## src/modal_coefficient_product_assert.svh

```systemverilog
// Assertion macros shared by the modal coefficient product block.
// Both forms sample on clk and are disabled while rst_n is low.
`ifndef MODAL_COEFFICIENT_PRODUCT_ASSERT_SVH
`define MODAL_COEFFICIENT_PRODUCT_ASSERT_SVH
`ifndef SYNTHESIS
`define MCP_ASSERT_IMP(lbl, ante, cons) \
  lbl: assert property (@(posedge clk) disable iff (!rst_n) (ante) |-> (cons)) \
    else $error("%m: same-cycle check failed");
`define MCP_ASSERT_NXT(lbl, ante, cons) \
  lbl: assert property (@(posedge clk) disable iff (!rst_n) (ante) |=> (cons)) \
    else $error("%m: next-cycle check failed");
`else
`define MCP_ASSERT_IMP(lbl, ante, cons)
`define MCP_ASSERT_NXT(lbl, ante, cons)
`endif
`endif

```

## src/mcp_pkg.sv

```systemverilog
package mcp_pkg;

  localparam int NCOEF         = 5;
  localparam int COEF_W        = 32;
  localparam int ORDER_W       = 3;
  localparam int MAX_ORDER_DEF = 5;
  localparam logic [ORDER_W-1:0] ORDER_RST = 3'd5;

  // Q format of the coefficients and of the triple-product table
  localparam int FRAC_BITS = 16;
  localparam int TAB_FRAC  = 16;
  localparam int RND_SHIFT = FRAC_BITS + TAB_FRAC;

  // products, per-k lane stages
  localparam int NSTAGE  = 5;
  localparam int PROD_W  = 2 * COEF_W;
  localparam int GRP_W   = PROD_W + 3;
  localparam int LO_W    = 34;
  localparam int HI_W    = GRP_W - LO_W;
  localparam int CONST_W = TAB_FRAC + 1;
  localparam int PL_W    = LO_W + CONST_W;
  localparam int PH_W    = HI_W + CONST_W + 1;
  localparam int NCONST  = 10;
  localparam int SUM_W   = PH_W + 4;
  localparam int ACC_W   = SUM_W + LO_W + 1;

  typedef enum logic [3:0] {
    CK_ONE,
    CK_486,
    CK_6_11,
    CK_6_7,
    CK_2S5_5,
    CK_4S5_15,
    CK_2S5_7,
    CK_20S5_77,
    CK_3R105,
    CK_4R21,
    CK_NONE
  } tri_const_t;

  typedef logic signed [PROD_W-1:0] prod_t;
  typedef prod_t prod_arr_t [NCOEF][NCOEF];

  // load enables of the lane stages
  typedef struct packed {
    logic ld2;
    logic ld3;
    logic ld4;
    logic ld5;
  } mcp_ld_t;

  // triple-product constants, unsigned Q1.16
  function automatic logic [CONST_W-1:0] tri_value(input tri_const_t c);
    logic [CONST_W-1:0] v;
    case (c)
      CK_ONE:     v = 17'd65536;
      CK_486:     v = 17'd31819;
      CK_6_11:    v = 17'd35747;
      CK_6_7:     v = 17'd56174;
      CK_2S5_5:   v = 17'd58617;
      CK_4S5_15:  v = 17'd39078;
      CK_2S5_7:   v = 17'd41869;
      CK_20S5_77: v = 17'd38063;
      CK_3R105:   v = 17'd57561;
      CK_4R21:    v = 17'd57205;
      default:    v = '0;
    endcase
    return v;
  endfunction

  // which constant weighs a[i]*b[j] in output k; code is {i, j, k} in octal
  function automatic tri_const_t tri_index(input int i, input int j, input int k);
    logic [8:0] code;
    tri_const_t r;
    code = {i[2:0], j[2:0], k[2:0]};
    case (code)
      9'o000, 9'o110, 9'o220, 9'o330, 9'o440,
      9'o011, 9'o101, 9'o022, 9'o202,
      9'o033, 9'o303, 9'o044, 9'o404:        r = CK_ONE;
      9'o121, 9'o211, 9'o112:                r = CK_2S5_5;
      9'o231, 9'o321, 9'o132, 9'o312,
      9'o123, 9'o213:                        r = CK_3R105;
      9'o341, 9'o431, 9'o143, 9'o413,
      9'o134, 9'o314:                        r = CK_4R21;
      9'o222:                                r = CK_2S5_7;
      9'o242, 9'o422, 9'o224:                r = CK_6_7;
      9'o332, 9'o233, 9'o323:                r = CK_4S5_15;
      9'o442, 9'o244, 9'o424:                r = CK_20S5_77;
      9'o343, 9'o433, 9'o334:                r = CK_6_11;
      9'o444:                                r = CK_486;
      default:                               r = CK_NONE;
    endcase
    return r;
  endfunction

endpackage

```

## src/mcp_lane.sv

```systemverilog
module mcp_lane #(
  parameter int K = 0
) (
  input  logic                             clk,
  input  mcp_pkg::mcp_ld_t                 ld,
  input  logic [mcp_pkg::ORDER_W-1:0]      n_eff,
  input  mcp_pkg::prod_arr_t               prod,
  output logic signed [mcp_pkg::COEF_W-1:0] coef
);

  logic signed [mcp_pkg::GRP_W-1:0] grp_nxt [mcp_pkg::NCONST];
  logic signed [mcp_pkg::GRP_W-1:0] grp_r   [mcp_pkg::NCONST];
  logic        [mcp_pkg::PL_W-1:0]  pl_nxt  [mcp_pkg::NCONST];
  logic        [mcp_pkg::PL_W-1:0]  pl_r    [mcp_pkg::NCONST];
  logic signed [mcp_pkg::PH_W-1:0]  ph_nxt  [mcp_pkg::NCONST];
  logic signed [mcp_pkg::PH_W-1:0]  ph_r    [mcp_pkg::NCONST];
  logic        [mcp_pkg::SUM_W-1:0] lo_nxt, lo_r;
  logic signed [mcp_pkg::SUM_W-1:0] hi_nxt, hi_r;
  logic signed [mcp_pkg::ACC_W-1:0] acc, rs;
  logic                             ovf;
  logic signed [mcp_pkg::COEF_W-1:0] coef_nxt, coef_r;

  // group products that share a constant, drop those beyond the order
  always_comb begin
    for (int c = 0; c < mcp_pkg::NCONST; c++) begin
      grp_nxt[c] = '0;
      for (int i = 0; i < mcp_pkg::NCOEF; i++) begin
        for (int j = 0; j < mcp_pkg::NCOEF; j++) begin
          if (mcp_pkg::tri_index(i, j, K) == mcp_pkg::tri_const_t'(c) &&
              mcp_pkg::ORDER_W'(i) < n_eff && mcp_pkg::ORDER_W'(j) < n_eff) begin
            grp_nxt[c] = grp_nxt[c] + mcp_pkg::GRP_W'(prod[i][j]);
          end
        end
      end
    end
  end

  // weigh each group: low and high halves times the constant
  always_comb begin
    for (int c = 0; c < mcp_pkg::NCONST; c++) begin
      pl_nxt[c] = mcp_pkg::PL_W'(grp_r[c][mcp_pkg::LO_W-1:0]) *
                  mcp_pkg::PL_W'(mcp_pkg::tri_value(mcp_pkg::tri_const_t'(c)));
      ph_nxt[c] = mcp_pkg::PH_W'($signed(grp_r[c][mcp_pkg::GRP_W-1:mcp_pkg::LO_W])) *
                  $signed(mcp_pkg::PH_W'(mcp_pkg::tri_value(mcp_pkg::tri_const_t'(c))));
    end
  end

  // sum the halves; the rounding offset rides in the low sum
  always_comb begin
    lo_nxt = mcp_pkg::SUM_W'(1) << (mcp_pkg::RND_SHIFT - 1);
    hi_nxt = '0;
    for (int c = 0; c < mcp_pkg::NCONST; c++) begin
      lo_nxt = lo_nxt + mcp_pkg::SUM_W'(pl_r[c]);
      hi_nxt = hi_nxt + mcp_pkg::SUM_W'(ph_r[c]);
    end
  end

  // join, shift out the fraction, saturate, zero above the order
  always_comb begin
    acc = (mcp_pkg::ACC_W'(hi_r) <<< mcp_pkg::LO_W) + mcp_pkg::ACC_W'(lo_r);
    rs  = acc >>> mcp_pkg::RND_SHIFT;
    ovf = !((&rs[mcp_pkg::ACC_W-1:mcp_pkg::COEF_W-1]) ||
            !(|rs[mcp_pkg::ACC_W-1:mcp_pkg::COEF_W-1]));
    if (mcp_pkg::ORDER_W'(K) >= n_eff) begin
      coef_nxt = '0;
    end else if (ovf) begin
      coef_nxt = rs[mcp_pkg::ACC_W-1] ? {1'b1, {(mcp_pkg::COEF_W-1){1'b0}}}
                                      : {1'b0, {(mcp_pkg::COEF_W-1){1'b1}}};
    end else begin
      coef_nxt = rs[mcp_pkg::COEF_W-1:0];
    end
  end

  always_ff @(posedge clk) begin
    if (ld.ld2) begin
      grp_r <= grp_nxt;
    end
    if (ld.ld3) begin
      pl_r <= pl_nxt;
      ph_r <= ph_nxt;
    end
    if (ld.ld4) begin
      lo_r <= lo_nxt;
      hi_r <= hi_nxt;
    end
    if (ld.ld5) begin
      coef_r <= coef_nxt;
    end
  end

  assign coef = coef_r;

endmodule

```

## config.mk

```make
export PLATFORM = sky130hd
export DESIGN_NAME = mcp_lane
export DESIGN_NICKNAME = d
export VERILOG_FILES = /design/src/modal_coefficient_product_assert.svh /design/src/mcp_pkg.sv /design/src/mcp_lane.sv
export SDC_FILE = /design/constraint.sdc
export NUM_CORES = 1
export LEC_CHECK = 0
export BUFFER_PORTS_ARGS = -buffer_cell sky130_fd_sc_hd__buf_2
export CAP_MARGIN = 20
export CORE_AREA = 2 2 630 632
export DETAILED_ROUTE_END_ITERATION = 10
export DIE_AREA = 0 0 632 634
export PLACE_DENSITY = 0.3
export SLEW_MARGIN = 20
export SYNTH_ARGS = -nofsm -noshare
export SYNTH_HDL_FRONTEND = slang
export SYNTH_SLANG_ARGS = --single-unit
```

## constraint.sdc

```tcl
create_clock -name clk -period 38.9 [get_ports clk]
set_clock_uncertainty 0.2 [all_clocks]
set_input_delay 7.78 -clock clk [delete_from_list [all_inputs] [get_ports clk]]
set_output_delay 7.78 -clock clk [all_outputs]
set_load 0.005 [all_outputs]
```

==> results by group, run 1 <==
Outcome
  – Status: complete, no violations

CTS
  – Clock Pin Slew Worst Setup and Hold Paths: 0.08 ns
  – Hold_buf cts: 0
  – Clk buf depth: 2
  – Post-CTS Setup Repair Bufs: 0
  – H-tree levels: 4
  – Total clock buffers created by CTS: 17
  – Sinks on Clock Net: 188
  – CTS Root Cell: clkbuf_16
  – Clk Latency, worst-skew pair: 0.49 ns
  – Post-cts resize count: 0
  – CTS tree: built

Power
  – Max VDD drop: 0.0000174 V
  – Tot Pwr: 1.79 mW
  – Cell Pwr Density: 51.5 nW/um^2
  – P_leak: 12.7 nW

Placement
  – GP Congestion: 0.836
  – HPWL after detailed placement: 145 mm
  – Port bufs: 359
  – Dpl cells: 8878
  – DP Area: 34100 um^2

STA
  – Setup TNS: 0 ns
  – Hold Violations, Final: 0
  – Final setup viols: 0
  – Actual slew at the worst max-slew pin: 1.24 ns
  – Crit path time final: 22.02 ns
  – Max transition margin: 16.7%
  – Max-slew violations: 0
  – RSZ-0062 raised after global routing: no
  – Period Utilization, post-route: 56.6%
  – Fmax: 45.4 MHz

Floorplan
  – Area of the die: 401000 um^2
  – I/O pin count: 1640
  – Die Width: 632 um
  – Chip Height: 634 um
  – Rows: 231
  – Core region area: 394000 um^2
  – Starting Density: 6.63%

Synth
  – Yosys warning count: 0
  – Synth area leaders: edfxtp_1, ha_1, a21oi_1, xnor2_1, a21o_1
  – Main flop type after synthesis: edfxtp_1
  – Library cells used by synthesis: 94
  – Syn Nets: 5293
  – Cells after Synth: 3425
  – Post-synth EDFFs: 188
  – Flops & latches, synth: 188
  – Yosys top cell area share: 21.6%
  – Syn Std Cell Area: 26100 um^2
  – Leading area contributor after synthesis: edfxtp_1
  – Seq/Total Area, Yosys: 21.6%
  – Post-synth ARST share: 0%
  – Synth Area per Inst: 7.63 um^2

Cells and area
  – Final Instance Area: 34700 um^2
  – Layout Cells excl Fill: 8923
  – Final-stage net count: 5523
  – Area grow syn2layout: 32.8%
  – Fin util: 8.80%
  – Fraction of layout cells with a size suffix above 1: 13.6%

Run
  – MaxCap Viol Count: 0

Min path
  – HP Class: flip-flop to flip-flop
  – Hold depth: 0
  – Hold path endpoint: ph_r[493]
  – Hold Startpoint: grp_r[655]

Setup path
  – Crit path top cell by count: ha_1
  – Reg2reg path depth: 13
  – Slowest stage delay, CP: 0.75 ns
  – Slowest cell on crit path: a2111oi_0
  – Reg2reg start: hi_r[25]
  – Startpoint types: input pin
  – End of the worst register-to-register path: coef[28]
  – Critical setup path kind: input pin to flip-flop
  – Critical Path AT: 22.04 ns
  – CP Capture Type: flip-flop
  – Crit-path max FO: 36
  – Worst path required time: 38.92 ns
  – Worst R2R Setup Slack: 33.47 ns

Route
  – WL/cell: 18.2 um
  – Initial DRT Pass Iterations: 6
  – Via-to-Cell Ratio: 3.00
  – Final WL: 162 mm
  – Post-route ant nets: 0
  – Drt drc: 0
  – Vias post-DR: 26800
  – DRT iter0 DRCs: 1567

Global route
  – Vias in the first global route: 26500
  – Grt total ovfl: 0
  – Pin count of the biggest net entering global routing: 59
  – Initial antenna violation count: 53
  – First-pass GRT wire length: 216 mm
  – Total track usage: 7.80%
==> synth_stat cells, types with 7 or more instances <==
master	count
o31a_1	11
a21oi_1	409
nor4_1	14
o22ai_1	12
a211o_1	7
nand2b_1	31
nand2_1	340
o21ai_0	240
or2_2	12
and3_1	31
a221oi_1	19
a211oi_1	32
a21o_1	177
o31ai_1	37
mux2i_1	22
nand3_1	68
a41oi_1	7
xnor2_1	177
o21a_1	37
and2_1	64
nor2_1	319
o221ai_1	7
a22oi_1	8
clkbuf_1	163
nand3b_1	8
inv_1	120
edfxtp_1	188
nor3_1	45
buf_1	8
o211ai_1	25
o21bai_1	62
nor2b_1	22
nand4_1	80
a21boi_0	16
buf_2	8
ha_1	257
a221o_1	7
or3_1	20
a31oi_1	64
xor2_1	101
mux2_2	24
==> sequential cells by signal (all words and copies together), names as in the netlist <==
signal,flops
grp_r,52
hi_r,33
ph_r,33
coef,32
pl_r,19
lo_r,19
==> final cells by class <==
| type | instances | area, um^2 |
|---|---|---|
| Multi-Input combinational cell | 2929 | 19300 |
| Sequential cell | 188 | 5650 |
| Antenna cell | 13 | 32.5 |
| Fill cell | 46400 | 360000 |
| Clock inverter | 15 | 201 |
| Clock buffer | 17 | 425 |
| Tap cell | 5242 | 6560 |
| Timing Repair Buffer | 397 | 2080 |
| Inverter | 122 | 458 |
==> power breakdown <==
group / switching [mW] / leakage (nW) / internal (mW)
combinational: 0.815 / 10.6 / 0.473
clock: 0.0999 / 0.304 / 0.0896
sequential: 0.0198 / 1.85 / 0.289
total: 0.935 / 12.7 / 0.852
==> layout by cell type, fill, tap and decap left out, drive strengths merged, types with 40 or more instances in the layout <==
| cell | n |
|---|---|
| buf | 397 |
| nor2 | 319 |
| xor2 | 101 |
| and2 | 66 |
| nand4 | 80 |
| nand2 | 340 |
| nand3 | 68 |
| o31ai | 40 |
| nor3 | 47 |
| o21bai | 62 |
| ha | 257 |
| inv | 131 |
| a21o | 177 |
| a21oi | 410 |
| a31oi | 66 |
| edfxtp | 188 |
| o21ai | 247 |
| xnor2 | 177 |
==> through the flow <==
stage | hold WS [ns] | worst slack (ns)
2_1_floorplan | 0.200 | 20.66
3_3_place_gp | 0.207 | 15.70
3_5_place_dp | 0.205 | 15.71
4_1_cts | 0.217 | 16.22
5_1_grt | 0.227 | 15.59
6_report | 0.219 | 16.88
==> worst max-delay path: cells and delay by family <==
family,cells,cell delay (ns)
AOI/OAI and AO/OA,19,7.08
xor gates and xnor gates,5,1.11
adders and majority gates,5,1.81
buffers and inverters,7,1.33
muxes,1,0.30
and+or+nand+nor,10,2.50
==> per-layer routing <==
metal	track usage, %	vias up	routed length, um
met5	0	-	74
met4	2.22	12	4680
met3	0.916	134	6010
met2	12.0	711	69400
met1	11.3	12800	82200
li1	-	13100	-
==> logic make-up after synthesis <==
| family | synth area share (%) |
|---|---|
| xor+xnor | 9.32 |
| fa+ha+maj | 12.7 |
| mux | 1.88 |
| buf+inv | 4.65 |
| flops | 21.6 |
| compound gates | 30.6 |
| simple gates | 19.2 |
==> worst max path at each step <==
stage / startpoint / end / slack (ns) / depth (start not counted)
2_1_floorplan: n_eff[2] / grp_r[669] / 20.66 / 54
3_3_place_gp: n_eff[0] / grp_r[669] / 15.70 / 47
3_5_place_dp: n_eff[0] / grp_r[669] / 15.71 / 47
4_1_cts: n_eff[0] / grp_r[669] / 16.22 / 47
5_1_grt: n_eff[0] / grp_r[667] / 15.59 / 49
6_report: n_eff[0] / grp_r[669] / 16.88 / 47
(Power assumes the default switching activity.)
==> run 2, diff against run 1 <==
- PLACE_DENSITY: 0.3 -> 0.31
- clock period: 38.9 -> 19.7 ns (I/O delays scaled with it)
==> results by group, run 2 (synthesis results as in run 1) <==
Outcome
  – Status: complete, no violations (unchanged)

Setup path
  – Worst path required time: 19.71 ns (was 38.92 ns)
  – Crit-path max FO: 24 (was 36)
  – Startpoint types: input pin (unchanged)
  – Reg2reg path depth: 13 (unchanged)
  – Worst Setup EP: grp_r[667] (was grp_r[669])
  – CP Capture Type: flip-flop (unchanged)
  – Crit path top cell by count: o21ai_0 (was ha_1)
  – Reg2reg start: hi_r[25] (unchanged)
  – End of the worst register-to-register path: coef[22] (was coef[28])
  – Critical Path AT: 17.45 ns (was 22.04 ns)
  – Critical setup path kind: input pin to flip-flop (unchanged)
  – CP Launch Point: n_eff[2] (was n_eff[0])
  – Slowest cell on crit path: o41ai_1 (was a2111oi_0)
  – Slowest stage delay, CP: 0.69 ns (was 0.75 ns)
  – Worst R2R Setup Slack: 14.39 ns (was 33.47 ns)

Cells and area
  – Fraction of layout cells with a size suffix above 1: 13.8% (was 13.6%)
  – Area taken by multi-input logic gates: 19300 um^2 (about the same)
  – Sequential Area: 5650 um^2 (unchanged)
  – Commonest non-fill, non-tap cell in the layout: a21oi_1 (unchanged)
  – Number of flip-flops in the largest register: 52 (unchanged)
  – Most frequent cells in the layout: a21oi_1, buf_2, nand2_1 (unchanged)
  – Area grow syn2layout: 33.1% (was 32.8%)
  – Final-stage net count: 5529 (was 5523)
  – Final Instance Area: 34800 um^2 (was 34700 um^2)
  – # fillers: 46200 (was 46400)
  – Largest regs: grp_r (52), hi_r (33), ph_r (33) (unchanged)
  – Top reg by flops: grp_r (unchanged)

CTS
  – Sinks on Clock Net: 188 (unchanged)
  – H-tree levels: 4 (unchanged)
  – CTS Root Cell: clkbuf_16 (unchanged)
  – Post-CTS Setup Repair Bufs: 0 (unchanged)
  – Post-cts resize count: 0 (unchanged)
  – Clk buf depth: 2 (unchanged)
  – Total clock buffers created by CTS: 17 (unchanged)
  – CTS tree: built (unchanged)
  – Clk Latency, worst-skew pair: 0.48 ns (was 0.49 ns)
  – Clock Pin Slew Worst Setup and Hold Paths: 0.08 ns (about the same)
  – Hold_buf cts: 0 (unchanged)

Global route
  – Initial antenna violation count: 63 (was 53)
  – Grt total ovfl: 0 (unchanged)
  – First-pass GRT wire length: 217 mm (was 216 mm)
  – Pin count of the biggest net entering global routing: 61 (was 59)
  – Total track usage: 7.82% (was 7.80%)
  – Vias in the first global route: 26300 (was 26500)

Floorplan
  – Chip Height: 634 um (unchanged)
  – I/O pin count: 1640 (unchanged)
  – Starting Density: 6.63% (unchanged)
  – Core region area: 394000 um^2 (unchanged)
  – Area of the die: 401000 um^2 (unchanged)
  – Rows: 231 (unchanged)
  – Die Width: 632 um (unchanged)

Run
  – MaxCap Viol Count: 0 (unchanged)

Route
  – Via-to-Cell Ratio: 2.99 (was 3.00)
  – Final WL: 163 mm (was 162 mm)
  – Initial DRT Pass Iterations: 6 (unchanged)
  – Vias post-DR: 26700 (was 26800)
  – Post-route ant nets: 0 (unchanged)
  – Drt drc: 0 (unchanged)
  – DRT iter0 DRCs: 1744 (was 1567)
  – WL/cell: 18.2 um (about the same)

Placement
  – GP Congestion: 0.861 (was 0.836)
  – Port bufs: 359 (unchanged)
  – HPWL after detailed placement: 146 mm (was 145 mm)
  – DP Area: 34100 um^2 (about the same)

STA
  – Final setup viols: 0 (unchanged)
  – Crit path time final: 17.44 ns
  – Max-slew violations: 0 (unchanged)
  – Max transition margin: 26.0% (was 16.7%)
  – Fmax: 57.3 MHz
  – Period Utilization, post-route: 88.5%
  – Setup TNS: 0 ns (unchanged)
  – Actual slew at the worst max-slew pin: 1.11 ns (was 1.24 ns)
  – RSZ-0062 raised after global routing: no (unchanged)
  – Hold Violations, Final: 0 (unchanged)

Power
  – P_leak: 12.8 nW (was 12.7 nW)
  – Max VDD drop: 0.0000467 V (was 0.0000174 V)
  – Cell Pwr Density: 102 nW/um^2 (was 51.5 nW/um^2)

Min path
  – HP Class: flip-flop to flip-flop (unchanged)
run 2: cell types whose count changed in the layout (fill, tap and decap cells not counted), sizes merged:
| cell | previous run | this run |
|---|---|---|
| buf | 397 | 403 |
| clkinv | 6 | 7 |
| inv | 131 | 130 |
run 2: layout make-up:
type / count / area share [%]
Clock inverter: 15 / 0.594
Tap cell: 5242 / 18.9
Timing Repair Buffer: 403 / 6.12
Inverter: 122 / 1.32
Clock buffer: 17 / 1.22
Multi-Input combinational cell: 2929 / 55.5
Sequential cell: 188 / 16.2
Antenna cell: 13 / 0.0936
run 2: routing by layer:
layer | up-vias | share of wire (%) | GRT usage, %
li1 | 13200 | - | -
met1 | 12700 | 51 | 11.4
met2 | 672 | 42 | 11.7
met3 | 159 | 3.6 | 0.779
met4 | 18 | 3.9 | 2.87
met5 | - | 0.072 | 0
run 2: worst min path at each step:
stage               slack [ns]        end  depth (start not counted)  startpoint
floorplan                 0.20   hi_r[16]                          0   ph_r[475]
global placement          0.20  ph_r[493]                          0  grp_r[655]
detailed placement        0.20   hi_r[22]                          0   ph_r[481]
CTS                       0.22   hi_r[31]                          0   ph_r[490]
global route              0.23  ph_r[490]                          0  grp_r[652]
finish                    0.22  ph_r[483]                          0  grp_r[645]
run 2: report_power, final:
group          total [mW]  switching [mW]  internal (mW)  leakage (nW)
logic                2.55            1.61          0.941          10.6
registers           0.609          0.0394          0.570          1.85
clock network       0.368           0.191          0.177         0.305
total                3.53            1.84           1.69          12.8
run 2: stage by stage:
step	std cells	hold slack [ns]	utilization [%]	total power, mW	setup WS, ns
floorplan	3425	0.200	-	2.32	5.30
global placement	8884	0.205	8.65	3.21	1.48
detailed placement	8884	0.205	8.65	3.18	1.63
CTS	8916	0.222	8.81	3.58	2.16
global route	8921	0.230	8.81	3.86	1.44
finish	8929	0.221	8.82	3.53	2.26
run 2: critical path: cells and delay by family:
kind | cells | cell delay, ns
adders and majority gates | 6 | 2.12
AOI/OAI and AO/OA | 22 | 7.35
xor gates and xnor gates | 4 | 0.66
and+or+nand+nor | 11 | 2.78
buffers and inverters | 4 | 0.50
==> run 3, diff against run 2 <==
- ABC_AREA: default -> 1
- CORE_AREA: 2 2 630 632 -> 2 2 638 640
- DIE_AREA: 0 0 632 634 -> 0 0 640 642
- PLACE_DENSITY: 0.31 -> 0.32
==> results by group, run 3 <==
Setup path
  – CP Capture Type: flip-flop (unchanged)
  – Slowest stage delay, CP: 0.68 ns (was 0.69 ns)
  – Reg2reg start: hi_r[16] (was hi_r[25])
  – Crit-path max FO: 56 (was 24)
  – Slowest cell on crit path: buf_4 (was o41ai_1)
  – Critical setup path kind: input pin to flip-flop (unchanged)
  – Worst path required time: 19.66 ns (was 19.71 ns)
  – End of the worst register-to-register path: coef[26] (was coef[22])
  – Reg2reg path depth: 16 (was 13)
  – Crit path top cell by count: nand2_1 (was o21ai_0)
  – Worst R2R Setup Slack: 16.00 ns (was 14.39 ns)
  – Startpoint types: input pin (unchanged)
  – Critical Path AT: 15.72 ns (was 17.45 ns)

STA
  – Fmax: 63.4 MHz (was 57.3 MHz)
  – RSZ-0062 raised after global routing: no (unchanged)
  – Crit path time final: 15.76 ns (was 17.44 ns)
  – Setup WS post-layout: 3.94 ns (was 2.26 ns)
  – Actual slew at the worst max-slew pin: 1.02 ns (was 1.11 ns)
  – Hold Violations, Final: 0 (unchanged)
  – Period Utilization, post-route: 80.0% (was 88.5%)
  – Setup TNS: 0 ns (unchanged)
  – Final setup viols: 0 (unchanged)
  – Max-slew violations: 0 (unchanged)
  – Max transition margin: 31.4% (was 26.0%)

Power
  – Switch share: 55.9% (was 52.2%)
  – Comb power frac: 72.3% (about the same)
  – Seq pwr share: 17.5% (was 17.3%)
  – P_leak: 16.0 nW (was 12.8 nW)
  – Net Sw Power: 1.88 mW (was 1.84 mW)
  – Clk pwr share: 10.3% (was 10.4%)
  – Tot Pwr: 3.36 mW (was 3.53 mW)
  – Max VDD drop: 0.0000565 V (was 0.0000467 V)
  – Pint: 1.48 mW (was 1.69 mW)
  – Cell Pwr Density: 85.8 nW/um^2 (was 102 nW/um^2)

Cells and area
  – Area grow syn2layout: 29.8% (was 33.1%)
  – Number of flip-flops in the largest register: 52 (unchanged)
  – Commonest non-fill, non-tap cell in the layout: nand2_1 (was a21oi_1)
  – Top reg by flops: grp_r (unchanged)
  – Final-stage net count: 7114 (was 5529)
  – Fin util: 9.70% (was 8.82%)
  – Largest regs: grp_r (52), hi_r (33), ph_r (33) (unchanged)
  – Fraction of layout cells with a size suffix above 1: 11.4% (was 13.8%)
  – Most frequent cells in the layout: nand2_1, inv_1, nor2_1 (was a21oi_1, buf_2, nand2_1)
  – Final Instance Area: 39200 um^2 (was 34800 um^2)

Min path
  – Hold path endpoint: hi_r[47] (was ph_r[483])
  – HP Class: flip-flop to flip-flop (unchanged)
  – Hold Startpoint: ph_r[506] (was grp_r[645])
  – Hold depth: 0 (unchanged)

Synth
  – Cells after Synth: 4929 (was 3425)
  – Yosys top cell area share: 18.7% (was 21.6%)
  – Most common cell in the netlist: nand2_1 (was a21oi_1)
  – Leading area contributor after synthesis: edfxtp_1 (unchanged)
  – Synth area leaders: edfxtp_1, nand2_1, ha_1, inv_1, nor2_1 (was edfxtp_1, ha_1, a21oi_1, xnor2_1, a21o_1)
  – Post-synth EDFFs: 188 (unchanged)
  – Syn Nets: 6797 (was 5293)
  – Post-synth ARST share: 0% (unchanged)
  – Yosys warning count: 0 (unchanged)
  – Synth Area per Inst: 6.13 um^2 (was 7.63 um^2)
  – Main flop type after synthesis: edfxtp_1 (unchanged)
  – Library cells used by synthesis: 65 (was 94)
  – Syn Std Cell Area: 30200 um^2 (was 26100 um^2)
  – Seq/Total Area, Yosys: 18.7% (was 21.6%)
  – Commonest cells in the netlist: nand2_1, inv_1, nor2_1 (was a21oi_1, nand2_1, nor2_1)
  – Flops & latches, synth: 188 (unchanged)

CTS
  – Sinks on Clock Net: 188 (unchanged)
  – CTS tree: built (unchanged)
  – Post-CTS Setup Repair Bufs: 0 (unchanged)
  – Hold_buf cts: 0 (unchanged)
  – Clk buf depth: 2 (unchanged)
  – Clk Latency, worst-skew pair: 0.45 ns (was 0.48 ns)
  – Clock Pin Slew Worst Setup and Hold Paths: 0.07 ns (was 0.08 ns)
  – Post-cts resize count: 0 (unchanged)
  – CTS Root Cell: clkbuf_16 (unchanged)
  – H-tree levels: 4 (unchanged)
  – Total clock buffers created by CTS: 17 (unchanged)

Floorplan
  – Starting Density: 7.47% (was 6.63%)
  – Die Width: 640 um (was 632 um)
  – Core region area: 404000 um^2 (was 394000 um^2)
  – Chip Height: 642 um (was 634 um)
  – Rows: 234 (was 231)
  – I/O pin count: 1640 (unchanged)
  – Area of the die: 411000 um^2 (was 401000 um^2)

Route
  – Post-route ant nets: 0 (unchanged)
  – Final WL: 202 mm (was 163 mm)
  – Via-to-Cell Ratio: 3.12 (was 2.99)
  – DRT iter0 DRCs: 2366 (was 1744)
  – Drt drc: 0 (unchanged)
  – Initial DRT Pass Iterations: 5 (was 6)
  – Vias post-DR: 33400 (was 26700)
  – WL/cell: 18.9 um (was 18.2 um)

Global route
  – Vias in the first global route: 33300 (was 26300)
  – Total track usage: 9.49% (was 7.82%)
  – First-pass GRT wire length: 268 mm (was 217 mm)
  – Initial antenna violation count: 114 (was 63)
  – Grt total ovfl: 0 (unchanged)
  – Pin count of the biggest net entering global routing: 74 (was 61)

Placement
  – HPWL after detailed placement: 185 mm (was 146 mm)
  – Worst slack, placed: 3.35 ns (was 1.63 ns)
  – GP Congestion: 0.890 (was 0.861)
  – Port bufs: 359 (unchanged)
  – DP Area: 38600 um^2 (was 34100 um^2)

Run
  – MaxCap Viol Count: 0 (unchanged)

Outcome
  – Status: complete, no violations (unchanged)
==> run 3: cell types whose count changed after synthesis, sizes merged, moves of 39 or more <==
cell | before | now
a21o | 177 | 26
a21oi | 410 | 460
clkbuf | 163 | 32
inv | 120 | 756
nand2 | 340 | 1238
nand3 | 68 | 323
nor2 | 319 | 635
o21ai | 247 | 286
o21bai | 62 | 23
xnor2 | 177 | 68
==> run 3: worst max path at each step <==
| stage | slack (ns) | start | cells past startpoint | to |
|---|---|---|---|---|
| 2_1_floorplan | 7.94 | n_eff[0] | 56 | grp_r[669] |
| 3_3_place_gp | 3.34 | n_eff[2] | 56 | grp_r[669] |
| 3_5_place_dp | 3.35 | n_eff[2] | 56 | grp_r[669] |
| 4_1_cts | 3.84 | n_eff[2] | 56 | grp_r[669] |
| 5_1_grt | 2.98 | n_eff[2] | 54 | grp_r[669] |
| 6_report | 3.94 | n_eff[2] | 56 | grp_r[669] |
==> run 3: cells by family after synthesis <==
logic type      Yosys count  share of synthesized area (%)
compound gates          982                           18.3
xor+xnor                185                           5.42
fa+ha+maj               260                           10.8
buf+inv                 832                           10.6
flops                   188                           18.7
simple gates           2482                           36.2
==> run 3: area by class of cell <==
type,instances,area (um^2)
inverter,757,2850
fill,48000,365000
tap,5428,6790
clock buffer,18,429
antenna,9,22.5
sequential,188,5650
clock inverter,14,159
multi-input combinational,3909,21400
timing repair buffer,373,1900
==> run 3: metrics by stage <==
step | hold WS [ns] | std cells
floorplan | 0.200 | 4929
global placement | 0.201 | 10700
detailed placement | 0.205 | 10700
CTS | 0.220 | 10700
global route | 0.219 | 10700
finish | 0.218 | 10700
==> run 3: per-layer routing <==
| metal | part of all wire (%) | global-route usage (%) | wire length, um |
|---|---|---|---|
| met1 | 51 | 14.1 | 103000 |
| met2 | 41 | 14.2 | 82400 |
| met3 | 5.4 | 1.65 | 10800 |
| met4 | 2.5 | 1.93 | 5130 |
| met5 | 0.26 | 0 | 530 |
==> run 3: critical path, delay by kind of cell <==
family          cells  cell delay [ns]
fa+ha+maj           4             1.66
xor+xnor            2             0.40
simple gates       37             6.24
buf+inv             8             1.85
compound gates      5             1.60
==> run 3: power groups by stage <==
stage          registers (mW)  clock network [mW]  logic (mW)
2_1_floorplan           0.582                   0        1.55
3_5_place_dp            0.598                   0        2.42
3_3_place_gp            0.596                   0        2.44
6_report                0.587               0.345        2.43
5_1_grt                 0.598               0.376        2.71
4_1_cts                 0.588               0.360        2.43
